## config.mk

```make
export PLATFORM = sky130hd
export DESIGN_NAME = uart_flash_update_sequencer
export DESIGN_NICKNAME = d
export VERILOG_FILES = /design/src/hdl/ufus_pkg.sv /design/src/hdl/uart_flash_update_sequencer.sv /design/src/hdl/ufus_core.sv /design/src/hdl/ufus_outq.sv
export SDC_FILE = /design/constraint.sdc
export NUM_CORES = 1
export LEC_CHECK = 0
export ABC_AREA = 1
export BUFFER_PORTS_ARGS = -buffer_cell sky130_fd_sc_hd__buf_2
export CORE_UTILIZATION = 50
export CTS_CLUSTER_SIZE = 25
export DETAILED_ROUTE_END_ITERATION = 16
export PLACE_DENSITY = 0.63
export SETUP_SLACK_MARGIN = 0.1
export SLEW_MARGIN = 40
export SYNTH_ARGS = -nofsm -noshare
export SYNTH_HDL_FRONTEND = slang
export SYNTH_SLANG_ARGS = --single-unit
```

## constraint.sdc

```tcl
create_clock -name clk_i -period 6.45 [get_ports clk_i]
set_input_delay 0.645 -clock clk_i [delete_from_list [all_inputs] [get_ports clk_i]]
set_output_delay 0.645 -clock clk_i [all_outputs]
set_load 0.01 [all_outputs]
```

## src/hdl/ufus_pkg.sv

```systemverilog
// Package for the UART flash update sequencer: protocol bytes, codes,
// the result record and the fixed flash sector map.
// Depends on nothing; used by every module of the block.
package ufus_pkg;

  localparam int unsigned CHUNK_BYTES_DEF = 256;
  localparam int unsigned OUTQ_DEPTH      = 4;
  localparam int unsigned OUTQ_PTR_W      = $clog2(OUTQ_DEPTH);

  localparam logic [7:0]  HANDSHAKE     = 8'h7F;
  localparam logic [7:0]  ACK_BYTE      = 8'h79;
  localparam logic [7:0]  NACK_BYTE     = 8'h1F;
  localparam logic [19:0] REMAIN_MAX    = 20'hF_FFFF;
  localparam logic [31:0] APP_BASE_RST  = 32'h0800_8000;
  localparam logic [31:0] FLASH_END_RST = 32'h0808_0000;

  localparam logic [31:0] SECTOR1_BASE = 32'h0800_4000;
  localparam logic [31:0] SECTOR2_BASE = 32'h0800_8000;
  localparam logic [31:0] SECTOR3_BASE = 32'h0800_C000;
  localparam logic [31:0] SECTOR4_BASE = 32'h0801_0000;
  localparam logic [31:0] SECTOR5_BASE = 32'h0802_0000;
  localparam logic [31:0] SECTOR6_BASE = 32'h0804_0000;
  localparam logic [31:0] SECTOR7_BASE = 32'h0806_0000;

  typedef enum logic [1:0] {
    CMD_BYTE    = 2'd0,
    CMD_STATUS  = 2'd1,
    CMD_TIMEOUT = 2'd2
  } cmd_e;

  typedef enum logic [1:0] {
    ACT_SEND  = 2'd0,
    ACT_ERASE = 2'd1,
    ACT_PROG  = 2'd2,
    ACT_START = 2'd3
  } action_e;

  typedef enum logic [0:0] {
    REG_APP_BASE  = 1'b0,
    REG_FLASH_END = 1'b1
  } reg_idx_e;

  typedef struct packed {
    action_e     action;
    logic [7:0]  tx_byte;
    logic [2:0]  erase_first_sector;
    logic [3:0]  erase_sector_count;
    logic [31:0] program_address;
    logic [31:0] program_word;
    logic        last;
  } result_t;

  // Results raised by one request: n is 0, 1 or 2.
  typedef struct packed {
    logic [1:0] n;
    result_t    r0;
    result_t    r1;
  } push_t;

  function automatic logic [2:0] sector_of(logic [31:0] a);
    logic [2:0] s;
    if (a < SECTOR1_BASE)      s = 3'd0;
    else if (a < SECTOR2_BASE) s = 3'd1;
    else if (a < SECTOR3_BASE) s = 3'd2;
    else if (a < SECTOR4_BASE) s = 3'd3;
    else if (a < SECTOR5_BASE) s = 3'd4;
    else if (a < SECTOR6_BASE) s = 3'd5;
    else if (a < SECTOR7_BASE) s = 3'd6;
    else                       s = 3'd7;
    return s;
  endfunction

  function automatic result_t res_blank();
    result_t r;
    r = '0;
    return r;
  endfunction

  function automatic result_t res_send(logic [7:0] b);
    result_t r;
    r = '0;
    r.action  = ACT_SEND;
    r.tx_byte = b;
    r.last    = 1'b1;
    return r;
  endfunction

endpackage

```

## src/hdl/uart_flash_update_sequencer.sv

```systemverilog
// Top level of the UART flash update sequencer: configuration registers,
// request handshake, protocol core and result queue.
// Depends on ufus_pkg, ufus_core and ufus_outq.
//
// One request is taken in every cycle. Its effect on the protocol state is
// worked out in the cycle it is taken, and its results (none, one or two)
// go into a four-entry result queue, which registers them before they are
// offered. A request is held off only while the queue holds more than two
// results, which happens only when the result side stalls; a request that
// raises two results is drained one result at a time on the result side.
module uart_flash_update_sequencer import ufus_pkg::*; #(
  parameter int unsigned CHUNK_BYTES = CHUNK_BYTES_DEF
) (
  input  logic        clk_i,
  input  logic        rst_ni,
  input  logic        cfg_we_i,
  input  logic        cfg_idx_i,
  input  logic [31:0] cfg_wdata_i,
  input  logic        in_valid_i,
  output logic        in_ready_o,
  input  logic [1:0]  command_i,
  input  logic [7:0]  rx_byte_i,
  input  logic        flash_ok_i,
  output logic        out_valid_o,
  input  logic        out_ready_i,
  output logic [1:0]  action_o,
  output logic [7:0]  tx_byte_o,
  output logic [2:0]  erase_first_sector_o,
  output logic [3:0]  erase_sector_count_o,
  output logic [31:0] program_address_o,
  output logic [31:0] program_word_o,
  output logic        last_o
);

  logic [31:0] app_base_q, flash_end_q;
  logic        accept;
  push_t       push;
  result_t     head;

  always_ff @(posedge clk_i or negedge rst_ni) begin
    if (!rst_ni) begin
      app_base_q  <= APP_BASE_RST;
      flash_end_q <= FLASH_END_RST;
    end else if (cfg_we_i) begin
      case (reg_idx_e'(cfg_idx_i))
        REG_APP_BASE:  app_base_q  <= cfg_wdata_i;
        REG_FLASH_END: flash_end_q <= cfg_wdata_i;
        default: begin
        end
      endcase
    end
  end

  assign accept = in_valid_i && in_ready_o;

  ufus_core #(
    .CHUNK_BYTES(CHUNK_BYTES)
  ) u_core (
    .clk_i      (clk_i),
    .rst_ni     (rst_ni),
    .accept_i   (accept),
    .command_i  (command_i),
    .rx_byte_i  (rx_byte_i),
    .flash_ok_i (flash_ok_i),
    .app_base_i (app_base_q),
    .flash_end_i(flash_end_q),
    .push_o     (push)
  );

  ufus_outq u_outq (
    .clk_i      (clk_i),
    .rst_ni     (rst_ni),
    .push_i     (push),
    .has_room_o (in_ready_o),
    .out_valid_o(out_valid_o),
    .out_ready_i(out_ready_i),
    .out_data_o (head)
  );

  assign action_o             = head.action;
  assign tx_byte_o            = head.tx_byte;
  assign erase_first_sector_o = head.erase_first_sector;
  assign erase_sector_count_o = head.erase_sector_count;
  assign program_address_o    = head.program_address;
  assign program_word_o       = head.program_word;
  assign last_o               = head.last;

  // Two results come only from the final chunk: acknowledge, then start.
  assert property (@(posedge clk_i) disable iff (!rst_ni)
    push.n == 2'd2 |-> (!push.r0.last && push.r0.action == ACT_SEND &&
                        push.r1.action == ACT_START && push.r1.last))
  else $error("double result is not acknowledge followed by start");

  assert property (@(posedge clk_i) disable iff (!rst_ni)
    !accept |-> push.n == 2'd0)
  else $error("results raised without a request");

  assert property (@(posedge clk_i) disable iff (!rst_ni)
    !in_ready_o |-> out_valid_o)
  else $error("requests held off while no result is waiting");

  assert property (@(posedge clk_i) disable iff (!rst_ni)
    (out_valid_o && (action_o == ACT_PROG || action_o == ACT_ERASE)) |-> last_o)
  else $error("erase or program result not marked last");

endmodule

```

## src/hdl/ufus_core.sv

```systemverilog
// Protocol state and the single-pass next-state and result logic of the
// flash update sequencer. Depends on ufus_pkg.
module ufus_core import ufus_pkg::*; #(
  parameter int unsigned CHUNK_BYTES = CHUNK_BYTES_DEF
) (
  input  logic        clk_i,
  input  logic        rst_ni,
  input  logic        accept_i,
  input  logic [1:0]  command_i,
  input  logic [7:0]  rx_byte_i,
  input  logic        flash_ok_i,
  input  logic [31:0] app_base_i,
  input  logic [31:0] flash_end_i,
  output push_t       push_o
);

  localparam int unsigned CntW = $clog2(CHUNK_BYTES + 1);

  typedef enum logic [6:0] {
    PH_IDLE  = 7'b0000001,
    PH_SIZE  = 7'b0000010,
    PH_ERASE = 7'b0000100,
    PH_DATA  = 7'b0001000,
    PH_PROG  = 7'b0010000,
    PH_HALT  = 7'b0100000,
    PH_DONE  = 7'b1000000
  } phase_e;

  phase_e            phase_q, phase_d;
  logic [31:0]       size_q, size_d;
  logic [1:0]        size_cnt_q, size_cnt_d;
  logic [19:0]       remain_q, remain_d;
  logic [CntW-1:0]   chunk_q, chunk_d;
  logic [31:0]       word_q, word_d;
  logic [1:0]        biw_q, biw_d;
  logic [31:0]       wp_q, wp_d;
  logic              pend_q, pend_d;

  logic [31:0]       size_full, limit, end_addr, word_new;
  logic [2:0]        first_sec, last_sec;
  logic [19:0]       remain_new;
  logic [CntW-1:0]   chunk_new;
  logic              chunk_end;
  logic [1:0]        n;
  result_t           r0, r1;

  always_comb begin
    size_full  = size_q | ({24'h0, rx_byte_i} << {size_cnt_q, 3'b000});
    limit      = (flash_end_i > app_base_i) ? flash_end_i - app_base_i : 32'h0;
    end_addr   = app_base_i + size_full - 32'd1;
    first_sec  = sector_of(app_base_i);
    last_sec   = sector_of(end_addr);
    if (last_sec < first_sec) begin
      last_sec = first_sec;
    end
    word_new = word_q;
    for (int l = 0; l < 4; l++) begin
      if (biw_q == l[1:0]) begin
        word_new[8*l +: 8] = rx_byte_i;
      end
    end
    remain_new = remain_q - {19'h0, (remain_q != 20'h0)};
    chunk_new  = chunk_q + CntW'(1);
    chunk_end  = (chunk_new >= CntW'(CHUNK_BYTES)) || (remain_new == 20'h0);
  end

  always_comb begin
    phase_d    = phase_q;
    size_d     = size_q;
    size_cnt_d = size_cnt_q;
    remain_d   = remain_q;
    chunk_d    = chunk_q;
    word_d     = word_q;
    biw_d      = biw_q;
    wp_d       = wp_q;
    pend_d     = pend_q;
    n          = 2'd0;
    r0         = res_blank();
    r1         = res_blank();
    case (phase_q)
      PH_IDLE: begin
        if (command_i == CMD_BYTE && rx_byte_i == HANDSHAKE) begin
          n          = 2'd1;
          r0         = res_send(ACK_BYTE);
          size_d     = 32'h0;
          size_cnt_d = 2'd0;
          phase_d    = PH_SIZE;
        end
      end
      PH_SIZE: begin
        if (command_i == CMD_TIMEOUT) begin
          n       = 2'd1;
          r0      = res_send(NACK_BYTE);
          phase_d = PH_HALT;
        end else if (command_i == CMD_BYTE) begin
          size_d = size_full;
          if (size_cnt_q != 2'd3) begin
            size_cnt_d = size_cnt_q + 2'd1;
          end else begin
            size_cnt_d = 2'd0;
            n          = 2'd1;
            if (size_full == 32'h0 || size_full > limit ||
                size_full > {12'h0, REMAIN_MAX}) begin
              r0      = res_send(NACK_BYTE);
              phase_d = PH_HALT;
            end else begin
              remain_d              = size_full[19:0];
              r0.action             = ACT_ERASE;
              r0.erase_first_sector = first_sec;
              r0.erase_sector_count = {1'b0, last_sec} - {1'b0, first_sec} + 4'd1;
              r0.last               = 1'b1;
              phase_d               = PH_ERASE;
            end
          end
        end
      end
      PH_ERASE: begin
        if (command_i == CMD_STATUS) begin
          n = 2'd1;
          if (!flash_ok_i) begin
            r0      = res_send(NACK_BYTE);
            phase_d = PH_HALT;
          end else begin
            r0      = res_send(ACK_BYTE);
            wp_d    = app_base_i;
            chunk_d = '0;
            word_d  = '1;
            biw_d   = 2'd0;
            pend_d  = 1'b0;
            phase_d = PH_DATA;
          end
        end
      end
      PH_DATA: begin
        if (command_i == CMD_TIMEOUT) begin
          n       = 2'd1;
          r0      = res_send(NACK_BYTE);
          phase_d = PH_HALT;
        end else if (command_i == CMD_BYTE) begin
          remain_d = remain_new;
          chunk_d  = chunk_new;
          if (biw_q != 2'd3 && !chunk_end) begin
            word_d = word_new;
            biw_d  = biw_q + 2'd1;
          end else begin
            n                  = 2'd1;
            r0.action          = ACT_PROG;
            r0.program_address = wp_q;
            r0.program_word    = word_new;
            r0.last            = 1'b1;
            wp_d               = wp_q + {30'h0, biw_q} + 32'd1;
            word_d             = '1;
            biw_d              = 2'd0;
            pend_d             = chunk_end;
            phase_d            = PH_PROG;
          end
        end
      end
      PH_PROG: begin
        if (command_i == CMD_STATUS) begin
          if (!flash_ok_i) begin
            n       = 2'd1;
            r0      = res_send(NACK_BYTE);
            phase_d = PH_HALT;
          end else if (!pend_q) begin
            phase_d = PH_DATA;
          end else begin
            pend_d  = 1'b0;
            chunk_d = '0;
            r0      = res_send(ACK_BYTE);
            if (remain_q == 20'h0) begin
              n         = 2'd2;
              r0.last   = 1'b0;
              r1.action = ACT_START;
              r1.last   = 1'b1;
              phase_d   = PH_DONE;
            end else begin
              n       = 2'd1;
              phase_d = PH_DATA;
            end
          end
        end
      end
      default: begin
      end
    endcase
  end

  always_ff @(posedge clk_i or negedge rst_ni) begin
    if (!rst_ni) begin
      phase_q    <= PH_IDLE;
      size_q     <= 32'h0;
      size_cnt_q <= 2'd0;
      remain_q   <= 20'h0;
      chunk_q    <= '0;
      word_q     <= '1;
      biw_q      <= 2'd0;
      wp_q       <= APP_BASE_RST;
      pend_q     <= 1'b0;
    end else if (accept_i) begin
      phase_q    <= phase_d;
      size_q     <= size_d;
      size_cnt_q <= size_cnt_d;
      remain_q   <= remain_d;
      chunk_q    <= chunk_d;
      word_q     <= word_d;
      biw_q      <= biw_d;
      wp_q       <= wp_d;
      pend_q     <= pend_d;
    end
  end

  assign push_o.n  = accept_i ? n : 2'd0;
  assign push_o.r0 = r0;
  assign push_o.r1 = r1;

endmodule

```

## src/hdl/ufus_outq.sv

```systemverilog
// Result queue of the flash update sequencer: takes up to two results a
// cycle and hands them out one at a time. Depends on ufus_pkg.
module ufus_outq import ufus_pkg::*; (
  input  logic    clk_i,
  input  logic    rst_ni,
  input  push_t   push_i,
  output logic    has_room_o,
  output logic    out_valid_o,
  input  logic    out_ready_i,
  output result_t out_data_o
);

  localparam int unsigned CntW = $clog2(OUTQ_DEPTH + 1);

  result_t               mem_q [OUTQ_DEPTH];
  logic [OUTQ_PTR_W-1:0] head_q, head_d, tail_q, tail_d;
  logic [CntW-1:0]       count_q, count_d;
  logic                  pop;

  assign out_valid_o = (count_q != '0);
  assign out_data_o  = mem_q[head_q];
  assign pop         = out_valid_o && out_ready_i;
  assign has_room_o  = (count_q <= CntW'(OUTQ_DEPTH - 2));

  always_comb begin
    head_d  = head_q + OUTQ_PTR_W'(pop);
    tail_d  = tail_q + OUTQ_PTR_W'(push_i.n);
    count_d = count_q + CntW'(push_i.n) - CntW'(pop);
  end

  always_ff @(posedge clk_i) begin
    if (push_i.n != 2'd0) begin
      mem_q[tail_q] <= push_i.r0;
    end
    if (push_i.n == 2'd2) begin
      mem_q[tail_q + OUTQ_PTR_W'(1)] <= push_i.r1;
    end
  end

  always_ff @(posedge clk_i or negedge rst_ni) begin
    if (!rst_ni) begin
      head_q  <= '0;
      tail_q  <= '0;
      count_q <= '0;
    end else begin
      head_q  <= head_d;
      tail_q  <= tail_d;
      count_q <= count_d;
    end
  end

endmodule

```

# After elaboration in Yosys (flattened, before gate mapping)

Memories as Yosys holds them, arrays and structs flattened.
Cells that the tools add are included.

Reduce and logical (&&, ||, !) cells: 32
Add/sub/neg operators: 16
Shift operators: 1
Bitwise gates (word level): 2
$lt $le $gt $ge: 20
Eq/ne operators: 33
Muxes and demuxes: 132

Operators with widths:

| operator                | number |
|---|---|
| $mux W82                | 6 |
| $lt A32 B28 Y1 const B  | 14 |
| $mux W32                | 14 |
| $pmux W82 S5            | 1 |
| $mux W79                | 3 |
| $mux W65                | 3 |
| $pmux W32 S2            | 3 |
| $mux W20                | 6 |
| $mux W7                 | 13 |
| $gt A32 B32 Y1          | 2 |
| $mux W9                 | 7 |
| $mux W2                 | 26 |
| $logic_not A20 Y1       | 2 |
| $pmux W20 S2            | 1 |
| $mux W3                 | 13 |
| $pmux W7 S5             | 1 |
| $add A32 B1 Y32 const B | 1 |
| $add A32 B2 Y32         | 1 |
| $add A32 B32 Y32        | 1 |
| $gt A32 B20 Y1 const B  | 1 |
| $logic_not A32 Y1       | 1 |
| $mux W8                 | 4 |
| $or A32 B32 Y32         | 1 |
| $shl A8 B5 Y32          | 1 |
| 51 further kinds        | 110 |

Flip-flop bits (word level): 208
Logic and storage cells: 251
Bits in writable memories: 328
Output and inout port bits: 84
Memories: 1
Input bits: 49

Memories:

| memory       | depth | bits a word | read ports | clocked after memory_dff | write ports | line            | source |
|---|---|---|---|---|---|---|---|
| u_outq.mem_q | 4     | 82          | 1          | 0                        | 2           | ufus_outq.sv:15 | `result_t mem_q [OUTQ_DEPTH];` |

# Longest topological paths before layout

Gate-level depths: netlist (run 1).

Depth in word-level cells: 21
Depth in mapped cells: 45
Depth with buffers taken out: 43

# Cells and area by module

From an unflattened synthesis (run 1), not the netlist that was laid out.

Cell total of the unflattened synthesis: 4,342
Area total of the unflattened synthesis: 34,379.2 um^2

Modules (own cells, without submodules):

| module                      | instances | seq. area each (um^2) | area each (um^2) | cells an instance |
|---|---|---|---|---|
| ufus_outq                   | 1         | 10,024.6              | 17,006.3         | 1,747 |
| ufus_core                   | 1         | 3,472.1               | 14,697.8         | 2,314 |
| uart_flash_update_sequencer | 1         | 1,606.5               | 2,675.1          | 281 |

# Least setup slack after synthesis (run 1)

OpenSTA, ideal clock, no wires.

Path kind: flip-flop to flip-flop
Start point: register u_core.size_cnt_q[0]
End point: memory u_outq.mem_q[3][68] in the netlist's numbering
Slack: 1,131 ps
Required time: 6,376 ps
Arrival: 5,245 ps
Library setup time: 74 ps
Buffers on the path: 2
Stages on the path, launching flop included: 44
Period minus slack after synthesis: 5,319 ps
Cell sequence: dfrtp_1 > buf_2 > inv_1 > buf_4 > nand2_1 > o21ai_0 > inv_1 > ha_1 > inv_1 > ha_1 > nand2_1 > inv_1 > a21oi_1 > nand2_1 > a21oi_1 > nand2_1 > nand2_1 > nand2_1 > [8 not listed] > nand3b_1 > nand2_1 > inv_1 > ha_1 > nand2_1 > inv_1 > nand2_1 > nand2_1 > nand2_1 > nand2_1 > ha_1 > inv_1 > ha_1 > fa_1 > xor2_1 > nor2_1 > nand2_1 > o21ai_0

RTL lines:

| what                     | line             | source |
|---|---|---|
| start: declaration       | ufus_core.sv:31  | `logic [1:0] size_cnt_q, size_cnt_d;` |
| start signal: assignment | ufus_core.sv:203 | `size_cnt_q <= size_cnt_d;` |
| end: declaration         | ufus_outq.sv:15  |  |

==> results.json, run 1 <==
{
  "outcome": "complete, no violations",
  "io_pins": 133,
  "cts_root_buf": "clkbuf_16",
  "dpl_cell_area_um2": 30390,
  "postSynthAreaPerCell_um2": 7.107,
  "wirelength_mm": 94.26,
  "ys.flop_type": "dfxtp_1",
  "numPlacedInstances": 4856,
  "fin_ws_ns": 0.5421,
  "clk_pin_slew_worst_paths_ns": 0.07,
  "arrival_ns": 6.47,
  "area_growth_pct": 10.91,
  "crit_top_cell": "nand2_1",
  "synth_warnings": 0,
  "dp_hpwl_mm": 66.45,
  "max_slew_margin_pct": 46.13,
  "startpoint": "u_core.size_cnt_q[1]$_DFFE_PN0P_",
  "io_buffers": 131,
  "vias": 27800,
  "drtPass1Iterations": 6,
  "p_clk_share_pct": 33.3,
  "final_cells": 4972,
  "die-area_um2": 59430,
  "cts_max_level": 2,
  "critPathMaxStageDelay_ns": 0.48,
  "drt_iter0_markers": 2192,
  "slowest_stage": "dfrtp_2",
  "numCtsBuffers": 56,
  "period_needed_ns": 5.908,
  "p_comb_share_pct": 32.3,
  "finalSetupViolCount": 0,
  "start_util_pct": 50.67,
  "grt_setup_unrepaired": "false",
  "ant_nets": 0,
  "totalNegativeSetupSlack_ns": 0,
  "antenna_found_initial": 7,
  "final_cell_area_um2": 32420,
  "drive_above_1_share_pct": 9.567,
  "rows": 88,
  "setup.worst_path.class": "register to register",
  "tightest_slew_ns": 0.8081,
  "die_w_um": 243.8,
  "min_path_type": "input port to register",
  "synth.distinct_cells": 62,
  "p_per_area_nw_per_um2": 303.9,
  "intPower_mw": 6.231,
  "grt_start_max_net_pins": 139,
  "whs_ns": 0.2372,
  "cts_num_sinks": 516,
  "grt.total_usage_pct": 31.38,
  "fin_total_pwr_mw": 9.852,
  "p_leak_nw": 15.38,
  "async_reset_ff_share_pct": 40.31,
  "worstHoldStart": "cfg_wdata_i[27]",
  "finalHoldViolCount": 0,
  "core-area_um2": 57700,
  "max_freq_ghz": 0.1693,
  "vias_per_cell": 5.592,
  "synth_edf_count": 12,
  "place_ws_ns": 0.09046,
  "p_switching_mw": 3.621,
  "clock_skew_ns": 0.03862,
  "grt_pass1_vias": 25770,
  "globalRoute.totalOverflow": 0,
  "syn_nets": 4302,
  "fin_nets": 4343,
  "drcViolationCount": 0,
  "p_seq_share_pct": 34.4,
  "clk_latency_ns": 0.65,
  "ys_seq_area_share_pct": 39.48,
  "slew_violations": 0,
  "swShare_pct": 36.75,
  "wl_per_cell_um": 18.96,
  "path_max_fanout": 13,
  "final_util_pct": 56.20,
  "syn_area_um2": 29230,
  "vdd_drop_max_v": 0.0002579,
  "cts_buffer_depth": 3,
  "ys_ff_latch": 516,
  "finalCritPeriodShare_pct": 91.59,
  "grt_pass1_wl_mm": 147.1,
  "drv_cap": 0,
  "synth_cells": 4113,
  "worst_r2r_startpoint": "u_core.size_cnt_q[1]$_DFFE_PN0P_",
  "setup.worst_path.end_class": "register",
  "worstPathRequired_ns": 7.01,
  "die_y_um": 243.8,
  "critPathLaunchType": "register",
  "cts_tree": "yes",
  "gp_congestion": 1.026
}
[power groups by stage]
stage	logic (mW)	registers, mW	clock network [mW]
after floorplan	2.08	3.39	0
after global placement	3.10	3.50	0
after detailed placement	3.14	3.45	0
after CTS	3.15	3.39	3.34
after global routing	3.53	3.40	3.48
final	3.18	3.39	3.28
[cells by family after synthesis]
logic type / count (synthesis) / share of synthesized area (%)
adders and majority gates: 140 / 6.095
AOI/OAI and AO/OA: 927 / 17.20
xor gates and xnor gates: 59 / 1.768
buffers and inverters: 658 / 9.314
muxes: 1 / 0.03852
and+or+nand+nor: 1811 / 26.10
other: 1 / 0.01283
DFF: 516 / 39.48
[per-layer routing]
metal / track usage (%) / vias up / wire (µm)
li1: - / 13730 / -
met1: 43.61 / 12980 / 43250
met2: 49.28 / 869 / 41650
met3: 4.538 / 215 / 5518
met4: 11.76 / 6 / 3808
met5: 0 / - / 37
[Yosys cell counts (8+ instances only)]
cell | instances | area [µm²]
dfstp_2 | 39 | 1025
o21bai_1 | 8 | 60.06
a31oi_1 | 9 | 56.30
xnor2_1 | 14 | 122.6
buf_1 | 8 | 30.03
nor3_1 | 24 | 120.1
dfrtp_1 | 169 | 4229
nand2_1 | 962 | 3611
clkbuf_1 | 122 | 457.9
o22ai_1 | 112 | 700.7
buf_6 | 18 | 202.7
xor2_1 | 45 | 394.1
a21oi_1 | 120 | 600.6
o211ai_1 | 39 | 292.8
ha_1 | 136 | 1702
o21ai_0 | 542 | 2713
dfxtp_1 | 296 | 5926
nor4_1 | 25 | 156.4
nand4_1 | 32 | 200.2
o21ai_1 | 59 | 295.3
buf_2 | 42 | 210.2
a21o_1 | 14 | 105.1
inv_2 | 11 | 41.29
inv_1 | 437 | 1640
nor2_1 | 361 | 1355
buf_4 | 15 | 112.6
edfxtp_1 | 12 | 360.4
nand3_1 | 363 | 1817
[state kept, by name, indices dropped and copies added, names as in the netlist, 7 cells and up]
name	count
u_outq.mem_q	308
app_base_q	32
flash_end_q	32
u_core.size_q	32
u_core.word_q	32
u_core.wp_q	32
u_core.remain_q	20
u_core.chunk_q	9
u_core.phase_q	7
[critical path, delay by kind of cell (launching register included)]
family,cells,cell delay (ns)
and+or+nand+nor,21,2.34
xor gates and xnor gates,1,0.17
AOI/OAI and AO/OA,2,0.49
DFF,1,0.48
adders and majority gates,6,1.68
buffers and inverters,7,0.66
[cell usage in the layout, fill, tap and decap left out, types with 47 or more instances in the layout]
| cell | synthesis | layout |
|---|---|---|
| a21oi_1 | 120 | 114 |
| buf_2 | 42 | 130 |
| buf_4 | 15 | 47 |
| clkbuf_16 | 0 | 57 |
| dfrtp_1 | 169 | 166 |
| dfxtp_1 | 296 | 296 |
| ha_1 | 136 | 135 |
| inv_1 | 437 | 430 |
| nand2_1 | 962 | 957 |
| nand3_1 | 363 | 362 |
| nor2_1 | 361 | 359 |
| o21ai_0 | 542 | 526 |
| o21ai_1 | 59 | 70 |
| o22ai_1 | 112 | 112 |
[final timing paths]
path | endpoint | slack, ns | depth (start not counted)
worst max-delay path | u_outq.mem_q[2][68]$_SDFFE_PP0P_ | 0.54 | 37
worst min-delay path | flash_end_q[27]$_DFFE_PN1P_ | 0.24 | 3
worst max register to register | u_outq.mem_q[2][68]$_SDFFE_PP0P_ | 0.54 | 37
worst min register to register | u_outq.mem_q[3][25]$_SDFFE_PP0P_ | 0.44 | 2
max in group asynchronous | u_core.wp_q[27]$_DFFE_PN1P_ | 4.68 | 4
min in group asynchronous | u_core.remain_q[3]$_DFFE_PN0P_ | 0.53 | 2
[cell type report]
type                            count  area [µm²]
Clock buffer                       85        1642
Multi-Input combinational cell   2939       15110
Clock inverter                     21       239.0
Antenna cell                        5       12.51
Sequential cell                   516       11550
Tap cell                          765       957.2
Fill cell                        5848       25270
Timing Repair inverter              2       15.01
Timing Repair Buffer              187        1187
Inverter                          452        1714
[repair_timing]
item                                    CTS  global route
hold buffers                              1             0
gates resized for setup                   0            43
endpoints found under the setup margin    0            16
buffers inserted                          0             1
endpoints found under the hold margin    66             0
No activity file was read; power rests on OpenSTA's default activity.
==> inputs of run 2 (changes only) <==
CORE_UTILIZATION = 25   (was 50)
HOLD_SLACK_MARGIN = 0.06   (was unset)
PLACE_DENSITY = 0.37   (was 0.63)
clock period = 5.02 ns   (was 6.45 ns; I/O delays follow)
==> run 2 against run 1 <==
The run now ends with setup timing left. Power is 48% higher. Clock skew is 0.019 ns lower. Clock power is 51% higher. Highest routed layer unchanged. Non-clock buffer count is 390 higher. First-iteration DRC count is 20% lower. Cell count is 23% higher. Final area is 18% higher. Sequential power is 28% higher. Critical path type unchanged.
==> results.json, run 2 (same netlist as run 1, synthesis figures left out) <==
{
  "largest_reg_flops": 308,
  "worstPathRequired_ns": 5.58,
  "final_cell_area_um2": 38330,
  "grt.total_usage_pct": 19.89,
  "max_slew_margin_pct": 42.96,
  "drt_iter0_markers": 1764,
  "routed-wl-met2_mm": 53.38,
  "area_growth_pct": 31.13,
  "numCtsBuffers": 69,
  "multi_input_area_um2": 16580,
  "fin_total_pwr_mw": 14.55,
  "drcViolationCount": 0,
  "reg2reg_depth": 41,
  "grt_pass1_wl_mm": 179.4,
  "clk_latency_ns": 0.64,
  "vdd_drop_max_v": 0.0002723,
  "tightest_slew_ns": 0.8478,
  "drv_cap": 0,
  "slowest_stage": "fa_2",
  "place_ws_ns": -0.8544,
  "finalCritPeriodShare_pct": 104.6,
  "final_cell_mix": "878 x nand2_1, 497 x o21ai_0, 414 x buf_4",
  "numPlacedInstances": 5960,
  "worstHoldStart": "cfg_wdata_i[19]",
  "max_freq_ghz": 0.1904,
  "min_path_cells": 3,
  "critPathMaxStageDelay_ns": 0.52,
  "cts_buffer_depth": 3,
  "nFillCells": 12760,
  "antenna_found_initial": 7,
  "worst_r2r_startpoint": "u_core.size_cnt_q[0]$_DFFE_PN0P_",
  "setup.worst_path.class": "register to register",
  "r2r-end": "u_outq.mem_q[2][67]$_SDFFE_PP0P_",
  "io_pins": 133,
  "regMostFlops": "u_outq.mem_q",
  "layout_commonest_cell": "nand2_1",
  "gp_congestion": 0.8925,
  "die_y_um": 343.9,
  "grt_start_max_net_pins": 90,
  "reg2reg_slack_ns": -0.23,
  "wl_met3_mm": 4.485,
  "path_max_fanout": 6,
  "dp_hpwl_mm": 85.36,
  "violations": "setup timing",
  "setup.worst_path.end_class": "register",
  "crit_top_cell": "nand2_2",
  "vias_per_cell": 4.702,
  "die-area_um2": 118300,
  "register_area_um2": 11550,
  "dpl_cell_area_um2": 34210,
  "slew_violations": 0,
  "core-area_um2": 116000,
  "fin_nets": 4745,
  "wirelength_mm": 118.2,
  "p_leak_nw": 17.69,
  "grt_pass1_vias": 28250,
  "globalRoute.totalOverflow": 0,
  "maxUsedRoutingLayer": "met5",
  "final_cells": 6133,
  "ant_nets": 0,
  "min_path_type": "input port to register",
  "start_util_pct": 25.19,
  "drtPass1Iterations": 7,
  "grt_setup_unrepaired": "true",
  "cts_tree": "yes",
  "cts_num_sinks": 516,
  "io_buffers": 131,
  "rows": 125,
  "antenna_cells": 0,
  "critPathLaunchType": "register",
  "finalHoldViolCount": 0,
  "cts_root_buf": "clkbuf_16",
  "period_needed_ns": 5.252,
  "arrival_ns": 5.81,
  "drt-met1-wl_mm": 57.62,
  "p_per_area_nw_per_um2": 379.6,
  "cts_max_level": 3,
  "vias": 28840,
  "fin_ws_ns": -0.2323,
  "die_w_um": 343.9,
  "finalSetupViolCount": 8,
  "wl_per_cell_um": 19.27,
  "clk_pin_slew_worst_paths_ns": 0.06,
  "drive_above_1_share_pct": 23.80,
  "outcome": "finished with violations",
  "min_to": "flash_end_q[19]$_DFFE_PN1P_",
  "clock_skew_ns": 0.01948
}
==> run 2: cell count changes in the layout (fill, tap and decap cells not counted), moves of 35 or more <==
| cell | delta |
|---|---|
| buf_4 | +367 |
| inv_2 | +41 |
| ha_1 | -36 |
| nor2_1 | -35 |
| inv_1 | -44 |
| a21oi_1 | -41 |
| nand2_1 | -79 |
| nand2_2 | +61 |
==> run 2: layout make-up <==
cell class	count	share of cell area (%)
inverter	452	4.514
clock buffer	104	5.298
timing repair inverter	1	0.02938
multi-input combinational	2939	43.27
clock inverter	20	0.5875
sequential	516	30.12
tap	1524	4.975
timing repair buffer	577	11.21
==> run 2: repair_timing <==
item / 4_1_cts / 5_1_grt
pin swaps: 63 / 68
cloned: 3 / 0
gates resized for setup: 234 / 158
setup buffers: 28 / 16
hold buffers: 1 / 0
endpoints found under the hold margin: 49 / 0
setup endpoints to repair: 62 / 327
==> run 2: worst max path at each step <==
| stage | startpoint | to | slack, ns | depth (start not counted) |
|---|---|---|---|---|
| 6_report | u_core.size_cnt_q[0]$_DFFE_PN0P_ | u_outq.mem_q[2][67]$_SDFFE_PP0P_ | -0.23 | 41 |
| 3_3_place_gp | app_base_q[2]$_DFFE_PN0P_ | u_core.remain_q[10]$_DFFE_PN0P_ | -0.91 | 33 |
| 5_1_grt | u_core.size_cnt_q[0]$_DFFE_PN0P_ | u_outq.mem_q[3][67]$_SDFFE_PP0P_ | -0.55 | 41 |
| 2_1_floorplan | u_core.size_cnt_q[0]$_DFFE_PN0P_ | u_outq.mem_q[0][67]$_SDFFE_PP0P_ | 0.10 | 41 |
| 4_1_cts | u_core.size_cnt_q[0]$_DFFE_PN0P_ | u_outq.mem_q[0][67]$_SDFFE_PP0P_ | -0.22 | 45 |
| 3_5_place_dp | app_base_q[2]$_DFFE_PN0P_ | u_core.remain_q[11]$_DFFE_PN0P_ | -0.85 | 33 |
==> run 2: critical path, delay by kind of cell (launching register included) <==
family,cells,cell delay [ns]
compound gates,2,0.27
buf+inv,10,0.62
flops,1,0.44
xor+xnor,1,0.26
simple gates,23,2.15
fa+ha+maj,5,1.46
==> run 2: through the flow <==
stage / util [%] / hold slack, ns / TNS [ns]
3_3_place_gp: 29.45 / 0.4333 / -50.62
4_1_cts: 32.37 / 0.08575 / -3.585
5_1_grt: 33.03 / 0.1068 / -14.39
6_report: 33.03 / 0.1152 / -1.549
2_1_floorplan: - / 0.2064 / 0
3_5_place_dp: 29.48 / 0.4329 / -47.00
==> run 2: where the power goes <==
| group | switching (mW) | internal [mW] |
|---|---|---|
| Combinational | 3.27 | 1.99 |
| Sequential | 0.0985 | 4.23 |
| Clock | 2.04 | 2.92 |
| Total | 5.41 | 9.14 |
==> run 2: layer usage <==
metal	track usage [%]	vias up
met1	27.86	13620
met3	2.706	140
li1	-	14560
met5	0	-
met2	32.13	510
met4	4.738	10
